--- config.mk ---
export PLATFORM = sky130hd
export DESIGN_NAME = calendar_date_day_adder_unit_flat
export DESIGN_NICKNAME = d
export VERILOG_FILES = /design/src/hw/rtl/cdda_pkg.sv /design/src/hw/rtl/cdda_ifs.sv /design/src/hw/rtl/calendar_date_day_adder_unit.sv /design/src/hw/rtl/cdda_ctrl.sv /design/src/hw/rtl/cdda_datapath.sv /design/src/flat_wrapper.sv
export SDC_FILE = /design/constraint.sdc
export NUM_CORES = 1
export LEC_CHECK = 0
export BUFFER_PORTS_ARGS = -buffer_cell sky130_fd_sc_hd__buf_2
export CORE_MARGIN = 2
export CORE_UTILIZATION = 40
export CTS_CLUSTER_DIAMETER = 80
export DETAILED_ROUTE_END_ITERATION = 10
export HOLD_SLACK_MARGIN = 0.06
export PLACE_DENSITY_LB_ADDON = 0.1
export SLEW_MARGIN = 20
export SYNTH_ARGS = -nofsm -noshare
export SYNTH_HDL_FRONTEND = slang
export SYNTH_SLANG_ARGS = --single-unit
--- constraint.sdc ---
create_clock -name clk -period 4.51 [get_ports clk]
set_input_delay 0.902 -clock clk [delete_from_list [all_inputs] [get_ports clk]]
set_output_delay 0.902 -clock clk [all_outputs]
set_load 0.005 [all_outputs]
--- src/hw/rtl/cdda_pkg.sv ---
// Shared types and constants for the calendar date day adder.
// Holds field widths, register codes, controller state encoding, the
// command/status structs and the month length function. No dependencies.
package cdda_pkg;

    localparam int YEAR_W     = 16;
    localparam int MONTH_W    = 4;
    localparam int DAY_W      = 5;
    localparam int COUNT_W    = 16;
    localparam int CFG_IDX_W  = 2;
    localparam int CFG_DATA_W = 16;

    localparam logic [YEAR_W-1:0]  YEAR_MAX      = 16'hFFFF;
    localparam logic [YEAR_W-1:0]  YEAR_MIN      = 16'd1;
    localparam logic [YEAR_W-1:0]  START_YEAR_RST = 16'd2024;
    localparam logic [MONTH_W-1:0] MONTH_JAN     = 4'd1;
    localparam logic [MONTH_W-1:0] MONTH_FEB     = 4'd2;
    localparam logic [MONTH_W-1:0] MONTH_DEC     = 4'd12;
    localparam logic [DAY_W-1:0]   DAY_FIRST     = 5'd1;
    localparam logic [DAY_W-1:0]   DAY_LAST_DEC  = 5'd31;

    // Divisibility by 25 is tested with the multiplicative inverse of 25
    // modulo 2^16: n is a multiple of 25 exactly when n * inverse, kept to
    // 16 bits, does not exceed (2^16 - 1) / 25.
    localparam logic [YEAR_W-1:0] INV25       = 16'd23593;
    localparam logic [YEAR_W-1:0] DIV25_LIMIT = 16'd2621;

    typedef enum logic [CFG_IDX_W-1:0] {
        REG_START_YEAR  = 2'd0,
        REG_START_MONTH = 2'd1,
        REG_START_DAY   = 2'd2
    } cfg_reg_t;

    typedef enum logic [3:0] {
        ST_IDLE   = 4'b0001,
        ST_PREP   = 4'b0010,
        ST_STEP   = 4'b0100,
        ST_FINISH = 4'b1000
    } ctrl_state_t;

    typedef struct packed {
        logic load;    // take a request into the working registers
        logic step;    // remove one month if the day count exceeds it
        logic finish;  // move the working date to the result registers
    } dp_cmd_t;

    typedef struct packed {
        logic step_end;  // the day fits in the month, or the year saturated
    } dp_status_t;

    function automatic logic [DAY_W-1:0] month_days(input logic [MONTH_W-1:0] month,
                                                   input logic leap);
        logic [DAY_W-1:0] days;
        unique case (month)
            4'd1, 4'd3, 4'd5, 4'd7, 4'd8, 4'd10, 4'd12: days = 5'd31;
            4'd4, 4'd6, 4'd9, 4'd11:                    days = 5'd30;
            4'd2:                                       days = leap ? 5'd29 : 5'd28;
            default:                                    days = 5'd31;
        endcase
        return days;
    endfunction

endpackage

--- src/hw/rtl/cdda_ifs.sv ---
// Handshake channel interfaces for the calendar date day adder.
// Request, result and configuration channels; widths from cdda_pkg.
interface cdda_req_if;
    logic                         valid;
    logic                         ready;
    logic                         op;
    logic [cdda_pkg::COUNT_W-1:0] days_to_add;

    modport source (output valid, output op, output days_to_add, input ready);
    modport sink   (input valid, input op, input days_to_add, output ready);
endinterface

interface cdda_rsp_if;
    logic                         valid;
    logic                         ready;
    logic [cdda_pkg::YEAR_W-1:0]  result_year;
    logic [cdda_pkg::MONTH_W-1:0] result_month;
    logic [cdda_pkg::DAY_W-1:0]   result_day;
    logic                         year_overflow;

    modport source (output valid, output result_year, output result_month,
                    output result_day, output year_overflow, input ready);
    modport sink   (input valid, input result_year, input result_month,
                    input result_day, input year_overflow, output ready);
endinterface

interface cdda_cfg_if;
    logic                            valid;
    logic                            ready;
    logic [cdda_pkg::CFG_IDX_W-1:0]  index;
    logic [cdda_pkg::CFG_DATA_W-1:0] data;

    modport source (output valid, output index, output data, input ready);
    modport sink   (input valid, input index, input data, output ready);
endinterface

--- src/hw/rtl/calendar_date_day_adder_unit.sv ---
// Top level of the calendar date day adder.
// Instantiates cdda_ctrl and cdda_datapath; uses cdda_pkg and the channel
// interfaces of cdda_ifs.sv.
//
// The unit keeps a current Gregorian date and adds a day count to it for each
// request on the req channel (op, days_to_add). Each request yields exactly one
// result on the rsp channel: the new year, month, day and a year_overflow flag
// that marks saturation at December 31 of year 65535. With op set the result
// also becomes the current date.
//
// The cfg channel writes start_year (index 0), start_month (1) and start_day
// (2); any of these writes reloads the current date from all three start
// registers, with zero fields raised to 1 and a month above 12 set to 12. It
// is always ready and is meant to be used only while no request is in flight.
//
// A request passes from acceptance through PREP, then STEP, where the
// month-stepping loop in the datapath removes one month per cycle until the
// day fits or the year saturates, then FINISH, which fills the result
// registers. One request is worked on at a time. The result sits in
// its own output register, so the next request is accepted while an earlier
// result still waits; a stalled receiver holds back only the following
// result. Reset restores start and current date to January 1, 2024.
module calendar_date_day_adder_unit #(
    parameter int DAY_COUNT_BITS = 16
)
(
    input  logic       clk,
    input  logic       rst_n,
    cdda_req_if.sink   req,
    cdda_rsp_if.source rsp,
    cdda_cfg_if.sink   cfg
);

    cdda_pkg::dp_cmd_t    cmd;
    cdda_pkg::dp_status_t status;
    logic                 cfg_we;

    // Configuration writes go straight into registers; the channel never stalls.
    assign cfg.ready = 1'b1;
    assign cfg_we    = cfg.valid;

    cdda_ctrl u_ctrl
    (
        .clk       (clk),
        .rst_n     (rst_n),
        .in_valid  (req.valid),
        .in_ready  (req.ready),
        .out_valid (rsp.valid),
        .out_ready (rsp.ready),
        .cmd       (cmd),
        .status    (status)
    );

    cdda_datapath #(
        .DAY_COUNT_BITS (DAY_COUNT_BITS)
    ) u_datapath
    (
        .clk       (clk),
        .rst_n     (rst_n),
        .cfg_we    (cfg_we),
        .cfg_index (cfg.index),
        .cfg_data  (cfg.data),
        .in_op     (req.op),
        .in_days   (req.days_to_add),
        .cmd       (cmd),
        .status    (status),
        .res_year  (rsp.result_year),
        .res_month (rsp.result_month),
        .res_day   (rsp.result_day),
        .res_ovf   (rsp.year_overflow)
    );

endmodule

--- src/hw/rtl/cdda_ctrl.sv ---
// Controller state machine of the calendar date day adder.
// Sequences load, month stepping and result handoff; uses cdda_pkg.
module cdda_ctrl
(
    input  logic                 clk,
    input  logic                 rst_n,
    input  logic                 in_valid,
    output logic                 in_ready,
    output logic                 out_valid,
    input  logic                 out_ready,
    output cdda_pkg::dp_cmd_t    cmd,
    input  cdda_pkg::dp_status_t status
);

    cdda_pkg::ctrl_state_t state_reg;
    cdda_pkg::ctrl_state_t state_next;
    logic                  out_valid_reg;
    logic                  out_valid_next;
    logic                  in_fire;
    logic                  finish_fire;

    assign in_ready    = (state_reg == cdda_pkg::ST_IDLE);
    assign in_fire     = in_valid && in_ready;
    // The result slot is free when empty or being emptied this cycle.
    assign finish_fire = (state_reg == cdda_pkg::ST_FINISH) && (!out_valid_reg || out_ready);

    always_comb
    begin
        state_next = state_reg;
        unique case (state_reg)
            cdda_pkg::ST_IDLE:
            begin
                if (in_fire)
                begin
                    state_next = cdda_pkg::ST_PREP;
                end
            end
            cdda_pkg::ST_PREP:
            begin
                state_next = cdda_pkg::ST_STEP;
            end
            cdda_pkg::ST_STEP:
            begin
                if (status.step_end)
                begin
                    state_next = cdda_pkg::ST_FINISH;
                end
            end
            cdda_pkg::ST_FINISH:
            begin
                if (finish_fire)
                begin
                    state_next = cdda_pkg::ST_IDLE;
                end
            end
            default:
            begin
                state_next = cdda_pkg::ST_IDLE;
            end
        endcase
    end

    always_comb
    begin
        out_valid_next = out_valid_reg;
        if (finish_fire)
        begin
            out_valid_next = 1'b1;
        end
        else if (out_ready)
        begin
            out_valid_next = 1'b0;
        end
    end

    always_comb
    begin
        cmd.load   = in_fire;
        cmd.step   = (state_reg == cdda_pkg::ST_STEP);
        cmd.finish = finish_fire;
    end

    assign out_valid = out_valid_reg;

    always_ff @(posedge clk or negedge rst_n)
    begin
        if (!rst_n)
        begin
            state_reg     <= cdda_pkg::ST_IDLE;
            out_valid_reg <= 1'b0;
        end
        else
        begin
            state_reg     <= state_next;
            out_valid_reg <= out_valid_next;
        end
    end

    a_accept_to_prep: assert property (@(posedge clk) disable iff (!rst_n)
        in_fire |=> state_reg == cdda_pkg::ST_PREP)
        else $error("accepted request did not start the load cycle");

    a_result_from_finish: assert property (@(posedge clk) disable iff (!rst_n)
        $rose(out_valid_reg) |-> $past(state_reg == cdda_pkg::ST_FINISH))
        else $error("result appeared without a finish cycle");

    a_finish_waits: assert property (@(posedge clk) disable iff (!rst_n)
        (state_reg == cdda_pkg::ST_FINISH) && out_valid_reg && !out_ready
        |=> state_reg == cdda_pkg::ST_FINISH)
        else $error("finish overwrote a result not yet taken");

endmodule

--- src/hw/rtl/cdda_datapath.sv ---
// Datapath of the calendar date day adder: start and current date registers,
// the working date with its day accumulator, leap-year logic and result
// registers. Uses cdda_pkg; driven by cdda_ctrl.
module cdda_datapath #(
    parameter int DAY_COUNT_BITS = 16
)
(
    input  logic                              clk,
    input  logic                              rst_n,
    input  logic                              cfg_we,
    input  logic [cdda_pkg::CFG_IDX_W-1:0]    cfg_index,
    input  logic [cdda_pkg::CFG_DATA_W-1:0]   cfg_data,
    input  logic                              in_op,
    input  logic [cdda_pkg::COUNT_W-1:0]      in_days,
    input  cdda_pkg::dp_cmd_t                 cmd,
    output cdda_pkg::dp_status_t              status,
    output logic [cdda_pkg::YEAR_W-1:0]       res_year,
    output logic [cdda_pkg::MONTH_W-1:0]      res_month,
    output logic [cdda_pkg::DAY_W-1:0]        res_day,
    output logic                              res_ovf
);

    // Only the low DAY_COUNT_BITS of the 16-bit count take part.
    localparam int CNT_W = (DAY_COUNT_BITS < cdda_pkg::COUNT_W) ? DAY_COUNT_BITS
                                                                : cdda_pkg::COUNT_W;
    localparam int ACC_W = CNT_W + 1;

    localparam logic [cdda_pkg::CFG_IDX_W-1:0] CFG_IDX_LAST = cdda_pkg::REG_START_DAY;

    logic [cdda_pkg::YEAR_W-1:0]  start_year_reg,  start_year_next;
    logic [cdda_pkg::MONTH_W-1:0] start_month_reg, start_month_next;
    logic [cdda_pkg::DAY_W-1:0]   start_day_reg,   start_day_next;

    logic [cdda_pkg::YEAR_W-1:0]  cur_year_reg,  cur_year_next;
    logic [cdda_pkg::MONTH_W-1:0] cur_month_reg, cur_month_next;
    logic [cdda_pkg::DAY_W-1:0]   cur_day_reg,   cur_day_next;

    logic [cdda_pkg::YEAR_W-1:0]  work_year_reg,  work_year_next;
    logic [cdda_pkg::MONTH_W-1:0] work_month_reg, work_month_next;
    logic [ACC_W-1:0]             work_acc_reg,   work_acc_next;
    logic                         work_ovf_reg,   work_ovf_next;
    logic                         work_op_reg,    work_op_next;
    logic                         leap_reg;

    logic [cdda_pkg::YEAR_W-1:0]  res_year_reg;
    logic [cdda_pkg::MONTH_W-1:0] res_month_reg;
    logic [cdda_pkg::DAY_W-1:0]   res_day_reg;
    logic                         res_ovf_reg;

    logic [2*cdda_pkg::YEAR_W-1:0] inv_prod;
    logic                          div25;
    logic                          leap_next;
    logic [cdda_pkg::DAY_W-1:0]    month_len;
    logic                          fits;
    logic                          sat;

    // Leap flag is the registered leap test of the working year, updated in
    // the next cycle. The year only moves into January, which never needs
    // the flag, so it is always settled by the time February is stepped.
    assign inv_prod  = 32'(work_year_reg) * 32'(cdda_pkg::INV25);
    assign div25     = (inv_prod[cdda_pkg::YEAR_W-1:0] <= cdda_pkg::DIV25_LIMIT);
    assign leap_next = div25 ? (work_year_reg[3:0] == 4'd0) : (work_year_reg[1:0] == 2'd0);

    assign month_len = cdda_pkg::month_days(work_month_reg, leap_reg);
    assign fits      = (work_acc_reg <= ACC_W'(month_len));
    assign sat       = !fits && (work_month_reg == cdda_pkg::MONTH_DEC)
                       && (work_year_reg == cdda_pkg::YEAR_MAX);

    assign status.step_end = fits || sat;

    // Start registers; any write to index 0, 1 or 2 reloads the current date from all three.
    always_comb
    begin
        start_year_next  = start_year_reg;
        start_month_next = start_month_reg;
        start_day_next   = start_day_reg;
        if (cfg_we)
        begin
            unique case (cdda_pkg::cfg_reg_t'(cfg_index))
                cdda_pkg::REG_START_YEAR:  start_year_next  = cfg_data;
                cdda_pkg::REG_START_MONTH: start_month_next = cfg_data[cdda_pkg::MONTH_W-1:0];
                cdda_pkg::REG_START_DAY:   start_day_next   = cfg_data[cdda_pkg::DAY_W-1:0];
                default:                   ;
            endcase
        end
    end

    always_comb
    begin
        cur_year_next  = cur_year_reg;
        cur_month_next = cur_month_reg;
        cur_day_next   = cur_day_reg;
        if (cfg_we && (cfg_index <= CFG_IDX_LAST))
        begin
            cur_year_next = (start_year_next == '0) ? cdda_pkg::YEAR_MIN : start_year_next;
            priority if (start_month_next == '0)
            begin
                cur_month_next = cdda_pkg::MONTH_JAN;
            end
            else if (start_month_next > cdda_pkg::MONTH_DEC)
            begin
                cur_month_next = cdda_pkg::MONTH_DEC;
            end
            else
            begin
                cur_month_next = start_month_next;
            end
            cur_day_next = (start_day_next == '0) ? cdda_pkg::DAY_FIRST : start_day_next;
        end
        else if (cmd.finish && work_op_reg)
        begin
            cur_year_next  = work_year_reg;
            cur_month_next = work_month_reg;
            cur_day_next   = work_acc_reg[cdda_pkg::DAY_W-1:0];
        end
    end

    always_comb
    begin
        work_year_next  = work_year_reg;
        work_month_next = work_month_reg;
        work_acc_next   = work_acc_reg;
        work_ovf_next   = work_ovf_reg;
        work_op_next    = work_op_reg;
        if (cmd.load)
        begin
            work_year_next  = cur_year_reg;
            work_month_next = cur_month_reg;
            work_acc_next   = ACC_W'(cur_day_reg) + ACC_W'(in_days[CNT_W-1:0]);
            work_ovf_next   = 1'b0;
            work_op_next    = in_op;
        end
        else if (cmd.step && !fits)
        begin
            if (sat)
            begin
                // Past the last representable year: pin to its final day.
                work_acc_next = ACC_W'(cdda_pkg::DAY_LAST_DEC);
                work_ovf_next = 1'b1;
            end
            else
            begin
                work_acc_next = work_acc_reg - ACC_W'(month_len);
                if (work_month_reg == cdda_pkg::MONTH_DEC)
                begin
                    work_month_next = cdda_pkg::MONTH_JAN;
                    work_year_next  = work_year_reg + 16'd1;
                end
                else
                begin
                    work_month_next = work_month_reg + 4'd1;
                end
            end
        end
    end

    always_ff @(posedge clk or negedge rst_n)
    begin
        if (!rst_n)
        begin
            start_year_reg  <= cdda_pkg::START_YEAR_RST;
            start_month_reg <= cdda_pkg::MONTH_JAN;
            start_day_reg   <= cdda_pkg::DAY_FIRST;
            cur_year_reg    <= cdda_pkg::START_YEAR_RST;
            cur_month_reg   <= cdda_pkg::MONTH_JAN;
            cur_day_reg     <= cdda_pkg::DAY_FIRST;
        end
        else
        begin
            start_year_reg  <= start_year_next;
            start_month_reg <= start_month_next;
            start_day_reg   <= start_day_next;
            cur_year_reg    <= cur_year_next;
            cur_month_reg   <= cur_month_next;
            cur_day_reg     <= cur_day_next;
        end
    end

    always_ff @(posedge clk)
    begin
        work_year_reg  <= work_year_next;
        work_month_reg <= work_month_next;
        work_acc_reg   <= work_acc_next;
        work_ovf_reg   <= work_ovf_next;
        work_op_reg    <= work_op_next;
        leap_reg       <= leap_next;
        if (cmd.finish)
        begin
            res_year_reg  <= work_year_reg;
            res_month_reg <= work_month_reg;
            res_day_reg   <= work_acc_reg[cdda_pkg::DAY_W-1:0];
            res_ovf_reg   <= work_ovf_reg;
        end
    end

    assign res_year  = res_year_reg;
    assign res_month = res_month_reg;
    assign res_day   = res_day_reg;
    assign res_ovf   = res_ovf_reg;

    a_month_in_range: assert property (@(posedge clk) disable iff (!rst_n)
        cmd.step |-> (work_month_reg >= cdda_pkg::MONTH_JAN)
                     && (work_month_reg <= cdda_pkg::MONTH_DEC))
        else $error("working month left the calendar range");

    a_day_fits_at_finish: assert property (@(posedge clk) disable iff (!rst_n)
        cmd.finish |-> work_acc_reg <= ACC_W'(cdda_pkg::DAY_LAST_DEC))
        else $error("finished with a day count larger than any month");

    a_ovf_date: assert property (@(posedge clk) disable iff (!rst_n)
        cmd.finish && work_ovf_reg |-> (work_year_reg == cdda_pkg::YEAR_MAX)
                                       && (work_month_reg == cdda_pkg::MONTH_DEC))
        else $error("overflow result is not the last month of the last year");

endmodule
--- src/flat_wrapper.sv ---
// flat-port wrapper written by rule: the top's interface ports become plain ports
module calendar_date_day_adder_unit_flat 
#(
    parameter int DAY_COUNT_BITS = 16
)
  (clk, rst_n, req_valid, req_op, req_days_to_add, req_ready, rsp_valid, rsp_result_year, rsp_result_month, rsp_result_day, rsp_year_overflow, rsp_ready, cfg_valid, cfg_index, cfg_data, cfg_ready);
  cdda_req_if req_i ();
  cdda_rsp_if rsp_i ();
  cdda_cfg_if cfg_i ();
  input  logic clk;
  input  logic rst_n;
  input wire logic [$bits(req_i.valid)-1:0] req_valid;
  input wire logic [$bits(req_i.op)-1:0] req_op;
  input wire logic [$bits(req_i.days_to_add)-1:0] req_days_to_add;
  output wire logic [$bits(req_i.ready)-1:0] req_ready;
  output wire logic [$bits(rsp_i.valid)-1:0] rsp_valid;
  output wire logic [$bits(rsp_i.result_year)-1:0] rsp_result_year;
  output wire logic [$bits(rsp_i.result_month)-1:0] rsp_result_month;
  output wire logic [$bits(rsp_i.result_day)-1:0] rsp_result_day;
  output wire logic [$bits(rsp_i.year_overflow)-1:0] rsp_year_overflow;
  input wire logic [$bits(rsp_i.ready)-1:0] rsp_ready;
  input wire logic [$bits(cfg_i.valid)-1:0] cfg_valid;
  input wire logic [$bits(cfg_i.index)-1:0] cfg_index;
  input wire logic [$bits(cfg_i.data)-1:0] cfg_data;
  output wire logic [$bits(cfg_i.ready)-1:0] cfg_ready;
  assign req_i.valid = req_valid;
  assign req_i.op = req_op;
  assign req_i.days_to_add = req_days_to_add;
  assign req_ready = req_i.ready;
  assign rsp_valid = rsp_i.valid;
  assign rsp_result_year = rsp_i.result_year;
  assign rsp_result_month = rsp_i.result_month;
  assign rsp_result_day = rsp_i.result_day;
  assign rsp_year_overflow = rsp_i.year_overflow;
  assign rsp_i.ready = rsp_ready;
  assign cfg_i.valid = cfg_valid;
  assign cfg_i.index = cfg_index;
  assign cfg_i.data = cfg_data;
  assign cfg_ready = cfg_i.ready;
  calendar_date_day_adder_unit #(.DAY_COUNT_BITS(DAY_COUNT_BITS)) u_core (.clk(clk), .rst_n(rst_n), .req(req_i), .rsp(rsp_i), .cfg(cfg_i));
endmodule
Yosys cells after proc, flatten, opt, wreduce, memory -nomap -nowiden
Cells that the tools add are included.
Widths: inputs -> output; s select.

storage, ports and cells
  bits in registers = 121
  output and inout port bits = 29
  word-level logic and storage cells = 106

operators by class
  add/sub/neg operators = 4
  $mul = 1
  order comparisons = 4
  eq/ne operators = 17
  mux-type cells = 36
  reductions and logical operators = 26

operators by type and width
  operator                count
  $mux 16                 9
  $mux 4                  13
  $mux 17                 3
  $mux 5                  5
  $add 5x16->17           1
  $le 17x5->1             1
  $sub 17x5->17           1
  $add 16x1->16 const B   1
  $eq 16x16->1 const B    1
  $eq 4x4->1 const B      4
  $le 16x12->1 const B    1
  $logic_not 16->1        1
  $mul 16x15->16 const B  1
  $pmux 4 s4              1
  $eq 4x3->1 const B      3
  $eq 4x2->1 const B      2
  $logic_not 4->1         2
  $reduce_bool 2->1       4
  $logic_and 1x1->1       7
  $ne 2x1->1 const B      3
  $reduce_and 3->1        2
  $logic_not 5->1         1
  $add 4x1->4 const B     1
  $eq 4x1->1 const B      1
  12 further kinds        19

Longest topological paths before layout
  word-level depth = 10
  depth in mapped cells = 16

By module
A second synthesis with hierarchy kept.

second synthesis, totals
  cell total of the unflattened synthesis = 716
  area, all modules = 7,677.4 µm²

by module, submodules not included
  module                        instances  cells an instance  area an instance (µm²)
  cdda_datapath                 1          686                7,374.6
  cdda_ctrl                     1          28                 291.5
  calendar_date_day_adder_unit  1          2                  11.3

Least setup slack after synthesis
OpenSTA, ideal clock, no wires.

  path kind = register to register
  start point = reg u_core.u_datapath.work_year_reg[0] (netlist name)
  end point = reg u_core.u_datapath.leap_reg
  setup time = 0.134 ns
  data arrival time = 3.891 ns
  required time = 4.376 ns
  setup slack = 0.485 ns
  cell stages (with the launch flop) = 14
  buffers on the path = 0
  period minus slack after synthesis = 4.025 ns
  cell sequence = edfxtp_1 > ha_1 > ha_1 > inv_1 > fa_1 > fa_1 > inv_1 > fa_1 > ha_1 > ha_1 > a21o_1 > a31oi_1 > xnor2_1 > a41oi_1

between the ends
  word-level cells in the longest chain between the ends = 3
  elaborated cells between the ends (all ways) = 5
  those cells by class = mul (1); order compare (1); mux (1); reduce/logical (2)

RTL lines
  item                             RTL line              text
  start, declared                  cdda_datapath.sv:38   logic [cdda_pkg::YEAR_W-1:0] work_year_reg, work_year_next;
  start signal, assigned           cdda_datapath.sv:181  work_year_reg <= work_year_next;
  $mul 16x15->16                   cdda_datapath.sv:60   assign inv_prod = 32'(work_year_reg) * 32'(cdda_pkg::INV25);
  $le 16x12->1                     cdda_datapath.sv:61   assign div25 = (inv_prod[cdda_pkg::YEAR_W-1:0] <= cdda_pkg::DIV25_LIMIT);
  $mux 1 *                         cdda_datapath.sv:62   assign leap_next = div25 ? (work_year_reg[3:0] == 4'd0) : (work_year_reg[1:0] == 2'd0);
  via u_core.u_datapath.leap_next  cdda_datapath.sv:52   logic leap_next;
  end signal, assigned             cdda_datapath.sv:186  leap_reg <= leap_next;
  end, declared                    cdda_datapath.sv:43   logic leap_reg;

The timed path passes the listed nets; every way through them passes the cells marked *.
A chain may end at the register's enable or synchronous reset.

Worst setup path after layout
  start point = reg u_core.u_datapath.work_year_reg[3] (netlist name)
  end point = reg u_core.u_datapath.leap_reg

The elaborated chain is that of the path after synthesis.

==> results.md <==
* Status: finished, final reports clean
* Buffers and inverters on the worst path at 3
* Least-Margin Pin Slew at 0.7036 ns
* Post-synth EDFFs at 64
* # hold bufs at CTS at 0
* CTS resizes at 0
* Ports at 69
* CP Data Required Time at 4.78 ns
* Ys Warns at 0
* Flip-flop count of the largest register after layout at 17
* Hold Crit Class: flop to flop
* Root Driver: clkbuf_16
* Setup violations, final at 0
* Max-cap violations at 0
* Worst stage delay on the critical path at 0.55 ns
* Post-synth design cell area at approximately 7500 µm²
* Crit Path Class: flop to flop
* Relative slew slack at 0.5310
* Crit Path Max Fanout at 7
* Post-route ant nets at 0
* ANT cells at 0
* Startpoint types: flop
* Largest net degree at the start of global routing at 56
* Commonest non-fill, non-tap cell in the layout: ha_1
* GPL Wtd Cong at 0.8446
* TritonCTS clock tree: built
* WL/cell at 16.88 µm
* Slowest CP cell: fa_1
* Die X at 141.2 µm
* RSZ-0062 raised after global routing: no
* # port buffers at 67
* Final period util at 0.9446
* CTS H-tree depth at 4
* Synthesis-stage register bit count at 121
* Most frequent cells in the layout: ha_1, buf_2, inv_1, nand2_1, edfxtp_1
* Initial antenna violation count at 0
* First-pass DRT Iterations at 5
* DP Area at around 8000 µm²
* Post-CTS Setup Bufs at 0
* Routed vias at around 5.3k
* Design area at 8786 µm²
* Fin Clk Skew at between 0.008 and 0.009 ns
* Critical path, cell by cell: inv_1, ha_1, ha_1, inv_1, fa_1, fa_1, inv_1, fa_1, ha_1, ha_1, a21o_1, a31oi_1, xnor2_1, a41oi_1
* Final Routed Wirelength at 17420 µm
* Final routed DRC violation total at 0
* DRT iter0 DRCs at 328
* Global-route wire length before repair at 28810 µm
* CTS clk-pin slew, worst paths at 0.05 ns
* Site Rows at 50
* Worst-Skew Late Latency at about 0.42 ns
* Vias in the first global route at 5527
* CP top delay family: adder cells
* Post-DP HPWL at 13070 µm
* GRT Overall Usage at 0.1843
* Post-Syn Instances at 702
* Vias/cell at 5.108
* P&R area growth vs syn at 16.63%
* Setup_tns at 0 ns
* Worst path most repeated cell: ha_1
* Slew Limit Fails at 0
* Setup crit end kind: flop
* Arrival time worst endpoint at between 4 and 5 ns
* Ys flop type: edfxtp_1
* Die Span Y at around 140 µm
* Post-synth cell types at 55
* Register area share after synthesis at 0.4463
* Fmax at 0.2347 GHz
* Total gr overflow at 0
* Layout cell share with drive strength beyond 1 at 0.1980
* Starting Density at 0.4055
* Clock Path Buffers at 2
* Syn_nets at 836
* Fin crit period at 4.260 ns
* Syn Area/Cell at 10.73 µm²
* Die area at 19950 µm²
* Final hold vios at 0
* Asr flop ratio synth at 0.4545
* Core Area at roughly 19000 µm²
* Total CTS buffers at 17
* Clk sink count at 121
* Final net count at 919
* Final hold slack at 0.4510 ns
[metrics by stage]
step | setup slack, ns | std cells | util
finish | 0.2499 | 1032 | 0.4729
global route | 0.1132 | 1032 | 0.4729
CTS | 0.2724 | 1032 | 0.4729
detailed placement | 0.2811 | 1000 | 0.4419
global placement | 0.3898 | 1000 | 0.4419
floorplan | 0.4847 | 702 | -
[cell usage after synthesis (3+ instances only)]
cell,number,area (µm²)
dfrtp_1,36,900.9
and3_1,8,50.05
nor3_1,7,35.03
ha_1,74,925.9
mux2_2,18,202.7
o21ai_0,50,250.2
nand4_1,8,50.05
xor2_1,24,210.2
a21oi_1,29,145.1
edfxtp_1,64,1922
o211ai_1,6,45.04
dfstp_2,19,499.2
nor2b_1,8,50.05
o22ai_1,11,68.82
xnor2_1,35,306.5
a31oi_1,6,37.54
nand2_1,64,240.2
buf_2,4,20.02
nor2_1,48,180.2
mux2i_1,15,150.1
nand3b_1,3,22.52
inv_1,64,240.2
nand2b_1,3,18.77
or4_1,4,30.03
a211oi_1,6,45.04
o21a_1,3,22.52
a22oi_1,3,22.52
nor3b_1,3,22.52
nand3_1,11,55.05
clkbuf_1,13,48.80
fa_1,20,400.4
nor4_1,4,25.02
[routing by layer]
layer,vias up,global-route usage,wire length (µm)
met5,-,0,0
met2,88,0.2757,7539
met3,19,0.03125,503
met4,0,0.06158,231
li1,2634,-,-
met1,2530,0.2721,9150
[layout make-up]
| class | count | area [µm²] |
|---|---|---|
| Clock buffer | 27 | 545.5 |
| Clock inverter | 5 | 30.03 |
| Fill cell | 1747 | 9794 |
| Inverter | 64 | 240.2 |
| Multi-Input combinational cell | 498 | 3860 |
| Sequential cell | 121 | 3362 |
| Tap cell | 234 | 292.8 |
| Timing Repair Buffer | 83 | 455.4 |
[logic make-up after synthesis]
family | count (synthesis) | share of synthesized area
muxes | 35 | 0.05082
AOI/OAI and AO/OA | 127 | 0.09849
other | 1 | 0.0004978
adders and majority gates | 94 | 0.1761
buffers and inverters | 83 | 0.04352
xor gates and xnor gates | 59 | 0.06859
and+or+nand+nor | 182 | 0.1158
DFF | 121 | 0.4463
[worst paths after layout]
kind	slack (ns)	end	startpoint	cells past startpoint
min reg2reg	0.45	u_core.u_datapath.res_ovf	u_core.u_datapath.work_ovf_reg	0
max	0.25	u_core.u_datapath.leap_reg	u_core.u_datapath.work_year_reg[3]	14
min in group asynchronous	0.61	u_core.u_datapath.start_day_reg[4]	rst_n	2
min	0.45	u_core.u_datapath.res_ovf	u_core.u_datapath.work_ovf_reg	0
max reg2reg	0.25	u_core.u_datapath.leap_reg	u_core.u_datapath.work_year_reg[3]	14
max in group asynchronous	3.42	u_core.u_datapath.cur_year_reg[1]	rst_n	2
[worst reg2reg max path, cell delays in order (launching register included)]
cell and delay (ns):
edfxtp_1 0.49, inv_1 0.16, ha_1 0.32, ha_1 0.29, inv_1 0.06, fa_1 0.49, fa_1 0.55, inv_1 0.05
fa_1 0.41, ha_1 0.30, ha_1 0.35, a21o_1 0.20, a31oi_1 0.17, xnor2_1 0.14, a41oi_1 0.15
Power is left out: the tool's default activity adds up to more than one toggle a clock period on the data nets, which glitch-free logic cannot reach.
